**src/rtl/cscc_pkg.sv**
```systemverilog
// shared types, codes and crc function of the container separator crc checker
package cscc_pkg;

    localparam int FifoDepth = 4;
    localparam int FifoPtrW  = 2;
    localparam int FifoCntW  = 3;

    localparam logic [15:0] HeaderLengthReset = 16'd8;
    localparam logic [31:0] CrcPoly           = 32'hEDB8_8320;
    localparam logic [31:0] CrcInit           = 32'hFFFF_FFFF;

    localparam logic [1:0] PH_HEADER = 2'd0;
    localparam logic [1:0] PH_SEP    = 2'd1;
    localparam logic [1:0] PH_PART   = 2'd2;
    localparam logic [1:0] PH_DONE   = 2'd3;

    localparam logic [2:0] ST_SEP_CHECKED  = 3'd0;
    localparam logic [2:0] ST_CLEAN_END    = 3'd1;
    localparam logic [2:0] ST_TRUNC_HEADER = 3'd2;
    localparam logic [2:0] ST_TRUNC_SEP    = 3'd3;
    localparam logic [2:0] ST_TRUNC_PART   = 3'd4;

    typedef struct packed {
        logic [2:0]  status;
        logic [15:0] separator_number;
        logic [31:0] next_size;
        logic        crc_match;
        logic        is_terminator;
        logic        last_result;
    } t_result;

    typedef struct packed {
        logic [1:0] count;
        t_result    first;
        t_result    second;
    } t_push;

    typedef struct packed {
        logic [1:0] phase;
        logic [2:0] sep_index;
    } t_parse_stat;

    function automatic logic [31:0] crc_byte(input logic [31:0] crc, input logic [7:0] b);
        logic [31:0] c;
        c = crc ^ {24'd0, b};
        for (int i = 0; i < 8; i++) begin
            c = c[0] ? ((c >> 1) ^ CrcPoly) : (c >> 1);
        end
        return c;
    endfunction

endpackage

```
**src/rtl/cscc_parser.sv**
```systemverilog
// parse state, running crc and result generation for one byte per cycle while i_accept is high
module cscc_parser (
    input  logic                 i_clk,
    input  logic                 i_rst_n,
    input  logic                 i_accept,
    input  logic [7:0]           i_data_byte,
    input  logic                 i_end_of_image,
    input  logic [15:0]          i_header_length,
    output cscc_pkg::t_push      o_push,
    output cscc_pkg::t_parse_stat o_stat
);
    import cscc_pkg::*;

    logic [1:0]  r_phase, n_phase;
    logic [31:0] r_brem, n_brem;
    logic [2:0]  r_idx, n_idx;
    logic [31:0] r_size, n_size;
    logic [31:0] r_exp, n_exp;
    logic [31:0] r_rcv, n_rcv;
    logic [15:0] r_cnt, n_cnt;
    logic [31:0] r_crc, n_crc;

    logic        w_sep;
    logic        w_match;
    logic        w_term;
    logic [2:0]  w_end_status;
    t_result     w_sep_res;
    t_result     w_end_res;
    logic [31:0] w_hlen;

    assign w_hlen = {16'd0, i_header_length};

    always_comb begin
        n_phase = r_phase;
        n_brem  = r_brem;
        n_idx   = r_idx;
        n_size  = r_size;
        n_exp   = r_exp;
        n_rcv   = r_rcv;
        n_cnt   = r_cnt;
        n_crc   = r_crc;
        w_sep   = 1'b0;
        w_match = 1'b0;
        w_term  = 1'b0;

        // header already complete (zero length or register lowered)
        if (n_phase == PH_HEADER && n_brem >= w_hlen) begin
            n_phase = PH_SEP;
            n_brem  = '0;
            n_idx   = '0;
        end

        if (n_phase != PH_DONE) begin
            n_crc = crc_byte(r_crc, i_data_byte);
        end

        case (n_phase)
            PH_HEADER: begin
                n_brem = n_brem + 32'd1;
                if (n_brem >= w_hlen) begin
                    n_phase = PH_SEP;
                    n_brem  = '0;
                    n_idx   = '0;
                end
            end
            PH_SEP: begin
                if (!n_idx[2]) begin
                    if (n_idx[1:0] == 2'd0) begin
                        n_size = {24'd0, i_data_byte};
                    end else begin
                        n_size[{n_idx[1:0], 3'b000} +: 8] = i_data_byte;
                    end
                    if (n_idx[1:0] == 2'd3) begin
                        n_exp = ~n_crc;
                    end
                    n_idx = n_idx + 3'd1;
                end else begin
                    if (n_idx[1:0] == 2'd0) begin
                        n_rcv = {24'd0, i_data_byte};
                    end else begin
                        n_rcv[{n_idx[1:0], 3'b000} +: 8] = i_data_byte;
                    end
                    if (n_idx[1:0] == 2'd3) begin
                        w_sep   = 1'b1;
                        w_match = (n_rcv == n_exp);
                        w_term  = (n_size == 32'd0);
                        if (n_cnt != 16'hFFFF) begin
                            n_cnt = n_cnt + 16'd1;
                        end
                        n_idx = '0;
                        if (w_term) begin
                            n_phase = PH_DONE;
                        end else begin
                            n_phase = PH_PART;
                            n_brem  = n_size;
                        end
                    end else begin
                        n_idx = n_idx + 3'd1;
                    end
                end
            end
            PH_PART: begin
                if (n_brem != 32'd0) begin
                    n_brem = n_brem - 32'd1;
                end
                if (n_brem == 32'd0) begin
                    n_phase = PH_SEP;
                    n_idx   = '0;
                end
            end
            default: begin
            end
        endcase

        case (n_phase)
            PH_DONE:   w_end_status = ST_CLEAN_END;
            PH_HEADER: w_end_status = ST_TRUNC_HEADER;
            PH_SEP:    w_end_status = (n_idx == 3'd0) ? ST_CLEAN_END : ST_TRUNC_SEP;
            default:   w_end_status = ST_TRUNC_PART;
        endcase

        w_sep_res.status           = ST_SEP_CHECKED;
        w_sep_res.separator_number = n_cnt;
        w_sep_res.next_size        = n_size;
        w_sep_res.crc_match        = w_match;
        w_sep_res.is_terminator    = w_term;
        w_sep_res.last_result      = !i_end_of_image;

        w_end_res.status           = w_end_status;
        w_end_res.separator_number = n_cnt;
        w_end_res.next_size        = '0;
        w_end_res.crc_match        = 1'b0;
        w_end_res.is_terminator    = 1'b0;
        w_end_res.last_result      = 1'b1;

        // image end: start over for the next image
        if (i_end_of_image) begin
            n_phase = PH_HEADER;
            n_brem  = '0;
            n_idx   = '0;
            n_size  = '0;
            n_exp   = '0;
            n_rcv   = '0;
            n_cnt   = '0;
            n_crc   = CrcInit;
        end

        o_push.count  = i_accept ? ({1'b0, w_sep} + {1'b0, i_end_of_image}) : 2'd0;
        o_push.first  = w_sep ? w_sep_res : w_end_res;
        o_push.second = w_end_res;
    end

    always_ff @(posedge i_clk) begin
        if (!i_rst_n) begin
            r_phase <= PH_HEADER;
            r_brem  <= '0;
            r_idx   <= '0;
            r_size  <= '0;
            r_exp   <= '0;
            r_rcv   <= '0;
            r_cnt   <= '0;
            r_crc   <= CrcInit;
        end else if (i_accept) begin
            r_phase <= n_phase;
            r_brem  <= n_brem;
            r_idx   <= n_idx;
            r_size  <= n_size;
            r_exp   <= n_exp;
            r_rcv   <= n_rcv;
            r_cnt   <= n_cnt;
            r_crc   <= n_crc;
        end
    end

    assign o_stat.phase     = r_phase;
    assign o_stat.sep_index = r_idx;

endmodule

```
**config.mk**
```make
export PLATFORM = sky130hd
export DESIGN_NAME = cscc_parser
export DESIGN_NICKNAME = d
export VERILOG_FILES = /design/src/rtl/cscc_pkg.sv /design/src/rtl/cscc_parser.sv
export SDC_FILE = /design/constraint.sdc
export NUM_CORES = 1
export LEC_CHECK = 0
export CORE_MARGIN = 3
export CORE_UTILIZATION = 40
export CTS_CLUSTER_DIAMETER = 200
export DETAILED_ROUTE_END_ITERATION = 8
export DONT_BUFFER_PORTS = 1
export GPL_ROUTABILITY_DRIVEN = 0
export GPL_TIMING_DRIVEN = 0
export SYNTH_ARGS = -nofsm -noshare
export SYNTH_HDL_FRONTEND = slang
export SYNTH_SLANG_ARGS = --single-unit
```
**constraint.sdc**
```tcl
create_clock -name i_clk -period 20.5 [get_ports i_clk]
set_clock_uncertainty 0.15 [all_clocks]
set_input_delay 1.025 -clock i_clk [delete_from_list [all_inputs] [get_ports i_clk]]
set_output_delay 1.025 -clock i_clk [all_outputs]
set_load 0.02 [all_outputs]
```
Yosys cells after proc, flatten, opt, wreduce, memory -nomap -nowiden
Index checks and enable logic that the tools add are counted.

operators by class
  bitwise logic cells = 10
  mux-type cells = 68
  equality and inequality tests = 9
  reductions and logical operators = 15
  add/subtract/negate cells = 6
  $lt $le $gt $ge = 2
  shift operators = 2

operators with widths
  kind                    number
  $mux 32                 32
  $not 13->14             8
  $pmux 32 s3             1
  $mux 16                 5
  $bwmux 32               2
  $ge 32x16->1            2
  $logic_not 32->1        2
  $mux 54                 1
  $add 32x1->32 const B   1
  $eq 32x32->1            1
  $not 32->32             1
  $reduce_bool 32->1      1
  $shift 8x7->32 const A  1
  $shiftx 8x7->32         1
  $sub 32x1->32 const B   1
  $xor 32x8->32           1
  $mux 3                  6
  $pmux 3 s3              2
  $add 16x1->16 const B   1
  $mux 2                  8
  $ne 16x16->1 const B    1
  $mux 1                  10
  $logic_not 2->1         4
  $neg 5->7               1
  12 further kinds        18

word-level totals
  bits of input ports = 28
  register bits after elaboration = 181

Longest topological paths before layout
Gate-level depths: netlist (run 1).

  word-level depth = 23
  depth in mapped cells = 29
  depth with buffers taken out = 24

Least setup slack after synthesis (run 1)
No wires, ideal clock.

  path type = in2out
  start point = input port i_header_length[15]
  end point = output port o_push[107] (netlist bit)
  arrival time = 6.706 ns
  stages = 26
  data required time = 19.325 ns
  setup slack = 12.619 ns
  cell sequence = inv_1 > ha_1 > a211oi_1 > nand3_1 > nor4_4 > a41o_1 > buf_2 > buf_2 > clkbuf_1 > clkbuf_1 > nand2_1 > inv_1 > ha_1 > nand4_1 > or3_1 > a21oi_1 > ha_1 > a21o_1 > a21oi_1 > o211ai_1 > a2111oi_0 > clkbuf_1 > nor4_1 > a21oi_1 > a21oi_1 > nor3_1

RTL lines
  item                RTL line          RTL
  start: declaration  cscc_parser.sv:8  input logic [15:0] i_header_length,
  end: declaration    cscc_parser.sv:9  output cscc_pkg::t_push o_push,

==> key figures, run 1 <==
Global routing
  • Global-route wire length before repair: 77300 um
  • Largest net degree at the start of global routing: 19
  • Overall Global Routing Usage: 27.9%
  • Global route overflow: 0
  • Number of antenna violations at the first check in global routing: 1
  • Vias in the first global route: 12815

Drt
  • Post-route antenna net violation count: 0
  • Routed len/inst: 22.4 um
  • DRT Pass-1 Iters: 8
  • Via density: 6.07
  • Vias: 13951
  • DRC Markers: 0
  • Total wire length: 51500 um
  • Initial drt markers: 1702

Timing
  • Final Hold Vio Count: 0
  • Slew Viols, Final: 1
  • Final min period: 11.20 ns
  • Setup tns final: 0 ns
  • Final setup fails: 0
  • Tcrit/Tclk final: 54.6%
  • Relative slew slack: -0.829%
  • Slew @ Worst Pin: 1.47 ns
  • Fmax: 89.3 MHz
  • RSZ-0062 raised after global routing: false

Clocking
  • # resized after CTS: 0
  • Clock transition at path regs: 0.07 ns
  • Root buffer cell: clkbuf_16
  • CTS buffer count: 17
  • Clk buf depth: 2
  • CTS tree: built
  • CTS Hold Bufs: 0
  • Worst-Skew Late Latency: 0.46 ns
  • CTS Sinks: 181
  • Setup bufs post-CTS: 0
  • Htree depth: 4

Power
  • Final Power: 1050 uW
  • Power Dens Cells: 71.7 nW/um^2
  • Leakage: 0.00549 uW
  • Peak supply drop: 0.0610 mV

Synthesis
  • Synth cell types: 78
  • Mapped Cells: 1793
  • YS warnings: 0
  • Primary FF master, synth: dfxtp_1
  • Area leader, netlist: dfxtp_1
  • Register area share after synthesis: 27.2%
  • Ys async rst share: 0%
  • Post-synth EDFFs: 0
  • Flops & latches, synth: 181
  • Syn Std Cell Area: 13300 um^2
  • Synth top area cells: dfxtp_1 (27%), a22oi_1 (6.4%), nor2b_1 (5.3%)
  • Synth top area share: 27.2%
  • Avg Cell Area, Syn: 7.44 um^2

Setup path
  • Slowest cell on crit path: a2111oi_0
  • CP endpoint kind: primary output
  • Worst Path Arrival: 10.03 ns
  • Buffers & Inverters on Critical Path: 9
  • Worst path max stage delay: 1.21 ns
  • Setup Crit Path Kind: reg -> out
  • Delay-heaviest family, CP: compound AO/OA/AOI/OAI gates
  • Critical Path RT: 19.33 ns
  • Top cell by count, worst path: buf_2
  • Critical path startpoint category: flip-flop
  • CP max FO: 10

Hold path
  • Min-delay worst type: reg -> reg

Layout
  • Register Area: 3620 um^2
  • Final std cells w/o fill: 2300
  • Area Growth Syn to Fin: 9.35%
  • Fillers: 3404
  • Layout cell share with drive strength beyond 1: 7.91%
  • Multi-input logic area: 8750 um^2
  • Final Net Count: 1915
  • # diodes: 0

Floorplanning
  • Die width: 189 um
  • # rows: 66
  • Die Y: 189 um
  • DIE AREA: 35600 um^2
  • Initial Utilization: 40.8%
  • Core footprint: 32700 um^2
  • # IOs: 143

Placement
  • PortBufs: 0
  • HPWL Detailed: 38600 um
  • Placed insts: 2268

Run status
  • Failing checks: capacitance limit, slew limit
  • Outcome: finished with violations

Flow run
  • Max-cap violation count: 1
area by class of cell:
type | instances | area share (%)
multi-input cells | 1410 | 60.0
inverters | 35 | 0.901
well taps | 442 | 3.79
clock inverters | 14 | 0.969
clock buffers | 18 | 2.94
plain buffers | 200 | 6.56
flip-flops and latches | 181 | 24.8
metrics by stage:
step	setup WS (ns)	util (%)	hold WS (ns)	area, um^2
after floorplan	12.62	-	0.305	13500
after global placement	9.93	42.9	0.325	14000
after detailed placement	9.99	42.9	0.323	14000
after CTS	9.80	44.6	0.334	14600
after global routing	9.26	44.6	0.362	14600
final	9.30	44.6	0.329	14600
cell usage after synthesis, drive strengths merged (26+ instances only):
cell type	n
inv	33
a22oi	113
buf	68
nor3	26
nand3	58
a21oi	132
o221a	38
nor4	32
xnor2	79
xor2	63
dfxtp	181
o21ai	130
nor2b	113
clkbuf	132
nor2	160
ha	42
nand2	186
final timing paths:
path | slack [ns] | end | startpoint | cells after the start
worst min-delay path | 0.33 | r_exp[25] | r_exp[25] | 2
worst max-delay path | 9.30 | o_push[52] | r_brem[24] | 27
worst max register to register | 11.02 | r_brem[11] | r_brem[24] | 27
worst min register to register | 0.33 | r_exp[25] | r_exp[25] | 2
sequential cells by signal, indices dropped and copies added, names as in the netlist:
signal / count
r_idx: 3
r_rcv: 32
r_exp: 32
r_size: 32
r_crc: 32
r_cnt: 16
r_phase: 2
r_brem: 32
worst reg2reg max path: cells and delay by family (launching register included):
kind | cells | cell delay, ns
simple gates | 7 | 2.28
buf+inv | 10 | 3.45
fa+ha+maj | 2 | 0.58
compound gates | 8 | 2.64
flops | 1 | 0.31
placed cells by master, fill, tap and decap left out, drive strengths merged, types with 13 or more instances in the layout:
cell type,instances
nand2,186
dfxtp,181
nor2,160
clkbuf,150
a21oi,132
o21ai,130
nor2b,113
a22oi,113
xnor2,79
buf,68
xor2,63
nand3,58
ha,42
inv,40
o221a,38
conb,35
nor4,32
nor3,26
nand4,20
and3,17
a21boi,16
or3,13
power breakdown:
part	total (uW)	internal, uW	leakage [uW]	switching [uW]
clock	333	162	0.000280	171
sequential	388	369	0.00147	18.5
combinational	325	118	0.00374	207
cell families after synthesis:
group / share of synthesized area, %
flops: 27.2
compound gates: 26.0
fa+ha+maj: 3.94
xor+xnor: 9.33
buf+inv: 8.16
mux: 0.994
other cells: 0.0563
simple gates: 24.4
per-layer routing:
layer / up-vias / wire (um) / GRT usage, %
met3: 173 / 5050 / 6.55
li1: 6397 / - / -
met1: 6555 / 20900 / 36.2
met2: 824 / 22900 / 43.5
met5: - / 14 / 0
met4: 2 / 2680 / 13.9
No activity file was read; power rests on OpenSTA's default activity.
==> run 2: changes to the inputs <==
--- a/config.mk
+++ b/config.mk
@@ -5,6 +5,7 @@
 export SDC_FILE = /design/constraint.sdc
 export NUM_CORES = 1
 export LEC_CHECK = 0
+export ABC_AREA = 1
 export CORE_MARGIN = 3
 export CORE_UTILIZATION = 40
 export CTS_CLUSTER_DIAMETER = 200
==> constraint.sdc (replaced) <==
create_clock -name i_clk -period 10.45 [get_ports i_clk]
set_clock_uncertainty 0.15 [all_clocks]
set_input_delay 0.5225 -clock i_clk [delete_from_list [all_inputs] [get_ports i_clk]]
set_output_delay 0.5225 -clock i_clk [all_outputs]
set_load 0.02 [all_outputs]
==> run 2 against run 1 <==
  * The run now ends clean
  * Die area grew 9.6%
  * Count of clock-buffer cells in the layout shrank 1
  * Via count grew 18%
  * Synthesized cell count grew 32%
  * Final cell count grew 26%
  * First-iteration DRC count grew 20%
  * Power grew 69%
  * Cell area grew 9.6%
  * Sequential share of layout area shrank 2.2 points
  * Critical path depth shrank 2
  * Setup slack lost 6.0 ns
  * Non-clock buffer count shrank 15
  * Critical path type unchanged
  * Critical endpoint is now o_push[56]
==> key figures, run 2 <==
Setup path
  • RR Startpoint: r_brem[30]
  • Crit path from: r_brem[30]
  • Critical Path RT: 9.78 ns (-9.55 ns)
  • Top cell by count, worst path: nand2_1
  • Worst path max stage delay: 0.95 ns (-0.26 ns)
  • CP max FO: 11 (+1)
  • Worst Path Arrival: 6.49 ns (-3.54 ns)
  • Setup Crit Path Kind: reg -> out
  • Slowest cell on crit path: nor4_1
  • Critical path startpoint category: flip-flop
  • CP endpoint kind: primary output

Layout
  • # diodes: 0 (unchanged)
  • Most frequent cells in the layout: nand2_1 (644), a21oi_1 (229), inv_1 (214), nor2_1 (194), dfxtp_1 (181)
  • Layout cell share with drive strength beyond 1: 8.13% (+0.22 points)
  • Final Net Count: 2491 (+30%)
  • Area Growth Syn to Fin: 8.95%
  • Final std cells w/o fill: 2895 (+26%)
  • Commonest non-fill, non-tap cell in the layout: nand2_1
  • Fillers: 3917 (+15%)

Drt
  • Initial drt markers: 2043 (+20%)
  • Routed len/inst: 20.4 um (-8.9%)
  • Vias: 16428 (+18%)
  • DRC Markers: 0 (unchanged)
  • Total wire length: 59100 um (+15%)
  • Via density: 5.67 (-6.4%)
  • Post-route antenna net violation count: 0 (unchanged)
  • DRT Pass-1 Iters: 6 (-2)

Synthesis
  • Flops & latches, synth: 181 (unchanged)
  • Ys async rst share: 0% (unchanged)
  • Area leader, netlist: dfxtp_1
  • Synth top area cells: dfxtp_1 (25%), nand2_1 (16%), a21oi_1 (7.8%)
  • Syn Std Cell Area: 14700 um^2 (+10%)
  • Synth cell types: 58 (-26%)
  • Register area share after synthesis: 24.7% (-2.5 points)
  • Post-synth EDFFs: 0 (unchanged)
  • Most common cell in the netlist: nand2_1
  • Synth top area share: 24.7% (-2.5 points)
  • Primary FF master, synth: dfxtp_1
  • Mapped Cells: 2369 (+32%)
  • Avg Cell Area, Syn: 6.19 um^2 (-17%)
  • YS warnings: 0 (unchanged)
  • Most instantiated cells after synthesis: nand2_1 (644), a21oi_1 (229), inv_1 (214)

Timing
  • Setup tns final: 0 ns (unchanged)
  • Final setup fails: 0 (unchanged)
  • Relative slew slack: 22.1% (+23 points)
  • Tcrit/Tclk final: 68.5%
  • Slew Viols, Final: 0 (-1)
  • RSZ-0062 raised after global routing: false
  • Final min period: 7.16 ns
  • Slew @ Worst Pin: 1.16 ns (-0.317 ns)
  • Fmax: 140 MHz
  • Final Hold Vio Count: 0 (unchanged)

Clocking
  • # resized after CTS: 0 (unchanged)
  • Setup bufs post-CTS: 0 (unchanged)
  • Worst-Skew Late Latency: 0.46 ns (about the same)
  • CTS Hold Bufs: 0 (unchanged)
  • Clk buf depth: 2 (unchanged)
  • Root buffer cell: clkbuf_16
  • Htree depth: 4 (unchanged)
  • Clock transition at path regs: 0.08 ns (about the same)
  • CTS buffer count: 17 (unchanged)
  • CTS Sinks: 181 (unchanged)
  • CTS tree: built

Floorplanning
  • DIE AREA: 39000 um^2 (+9.6%)
  • # rows: 69 (+4.5%)
  • Initial Utilization: 40.9% (+0.15 points)
  • # IOs: 143 (unchanged)
  • Die width: 197 um (+4.7%)
  • Die Y: 197 um (+4.7%)
  • Core footprint: 35800 um^2 (+9.6%)

Flow run
  • Max-cap violation count: 0 (-1)

Global routing
  • Global route overflow: 0 (unchanged)
  • Vias in the first global route: 15288 (+19%)
  • Largest net degree at the start of global routing: 20 (+1)
  • Global-route wire length before repair: 88500 um (+15%)
  • Number of antenna violations at the first check in global routing: 0 (-1)
  • Overall Global Routing Usage: 29.4% (+1.5 points)

Power
  • Reg power frac: 41.4% (+4.3 points)
  • Power Dens Cells: 111 nW/um^2 (+54%)
  • Comb pwr share: 19.5% (-12 points)
  • Peak supply drop: 0.117 mV (+92%)
  • Leakage: 0.00710 uW (+29%)
  • Clock power share: 39.0% (+7.1 points)
  • Net switching power: 593 uW (+50%)
  • Switch share: 33.5% (-4.4 points)
  • Internal cell power: 1180 uW (+81%)

Placement
  • PortBufs: 0 (unchanged)
  • Placed insts: 2863 (+26%)
  • HPWL Detailed: 47200 um (+22%)

Run status
  • Outcome: finished clean

Hold path
  • Min-delay worst type: in -> reg
  • Critical hold path startpoint: i_data_byte[7]
-- run 2: cell types whose count changed after synthesis, sizes merged, moves of 30 or more --
cell / delta
or2: +30
o22ai: +30
o211ai: +37
nor2: +53
a21oi: +97
nand3: +58
o21ai: +34
o221a: -38
xnor2: -49
nor2b: -113
a22oi: -113
nand2: +468
inv: +198
-- run 2: critical path: cells and delay by family (launching register included) --
kind | cells | cell delay, ns
buf+inv | 9 | 2.20
fa+ha+maj | 1 | 0.30
compound gates | 2 | 0.41
flops | 1 | 0.38
simple gates | 13 | 2.72
-- run 2: cell type report --
cell class | count | area, um^2 | share of cell area (%)
multi-input cells | 1803 | 9320 | 58.3
flip-flops and latches | 181 | 3620 | 22.7
plain buffers | 185 | 971 | 6.08
inverters | 233 | 875 | 5.47
well taps | 461 | 577 | 3.61
clock buffers | 17 | 425 | 2.66
clock inverters | 15 | 186 | 1.17
-- run 2: worst paths after layout --
check               end  slack [ns]  cells after the start
min reg2reg    r_rcv[4]        0.32                      2
max          o_push[56]        3.29                     25
max reg2reg  r_brem[26]        4.61                     27
min            r_rcv[7]        0.22                      4
-- run 2: per-stage QoR --
stage	area, um^2	hold slack (ns)	util, %	power [uW]	setup WS (ns)
5_1_grt	16000	0.247	44.6	1840	2.79
3_3_place_gp	15400	0.299	42.9	1080	3.63
4_1_cts	16000	0.211	44.6	1770	3.42
6_report	16000	0.217	44.6	1770	3.29
2_1_floorplan	14800	0.291	-	996	5.13
3_5_place_dp	15400	0.303	42.9	1080	3.65
-- run 2: cells by family (layout without fill, tap and decap cells) --
family | Yosys count | count (layout) | synth area share, %
compound gates | 542 | 542 | 21.1
xor+xnor | 98 | 98 | 5.85
fa+ha+maj | 42 | 42 | 3.58
buf+inv | 418 | 450 | 12.6
flops | 181 | 181 | 24.7
mux | 1 | 1 | 0.0683
other cells | 2 | 35 | 0.0512
simple gates | 1085 | 1085 | 32.0
-- run 2: power by group through the flow --
stage / Combinational [uW] / Clock [uW] / Sequential, uW
after floorplan: 254 / 0 / 742
after global placement: 332 / 0 / 748
after detailed placement: 334 / 0 / 748
after CTS: 337 / 699 / 732
after global routing: 378 / 723 / 735
final: 346 / 690 / 733
-- run 2: routing by layer --
| metal | GRT usage, % | vias to the layer above | share of wire [%] |
|---|---|---|---|
| li1 | - | 7832 | - |
| met1 | 35.8 | 7534 | 39 |
| met2 | 48.2 | 860 | 46 |
| met3 | 6.38 | 202 | 9.0 |
| met4 | 16.8 | 0 | 6.0 |
| met5 | 0 | - | 0 |
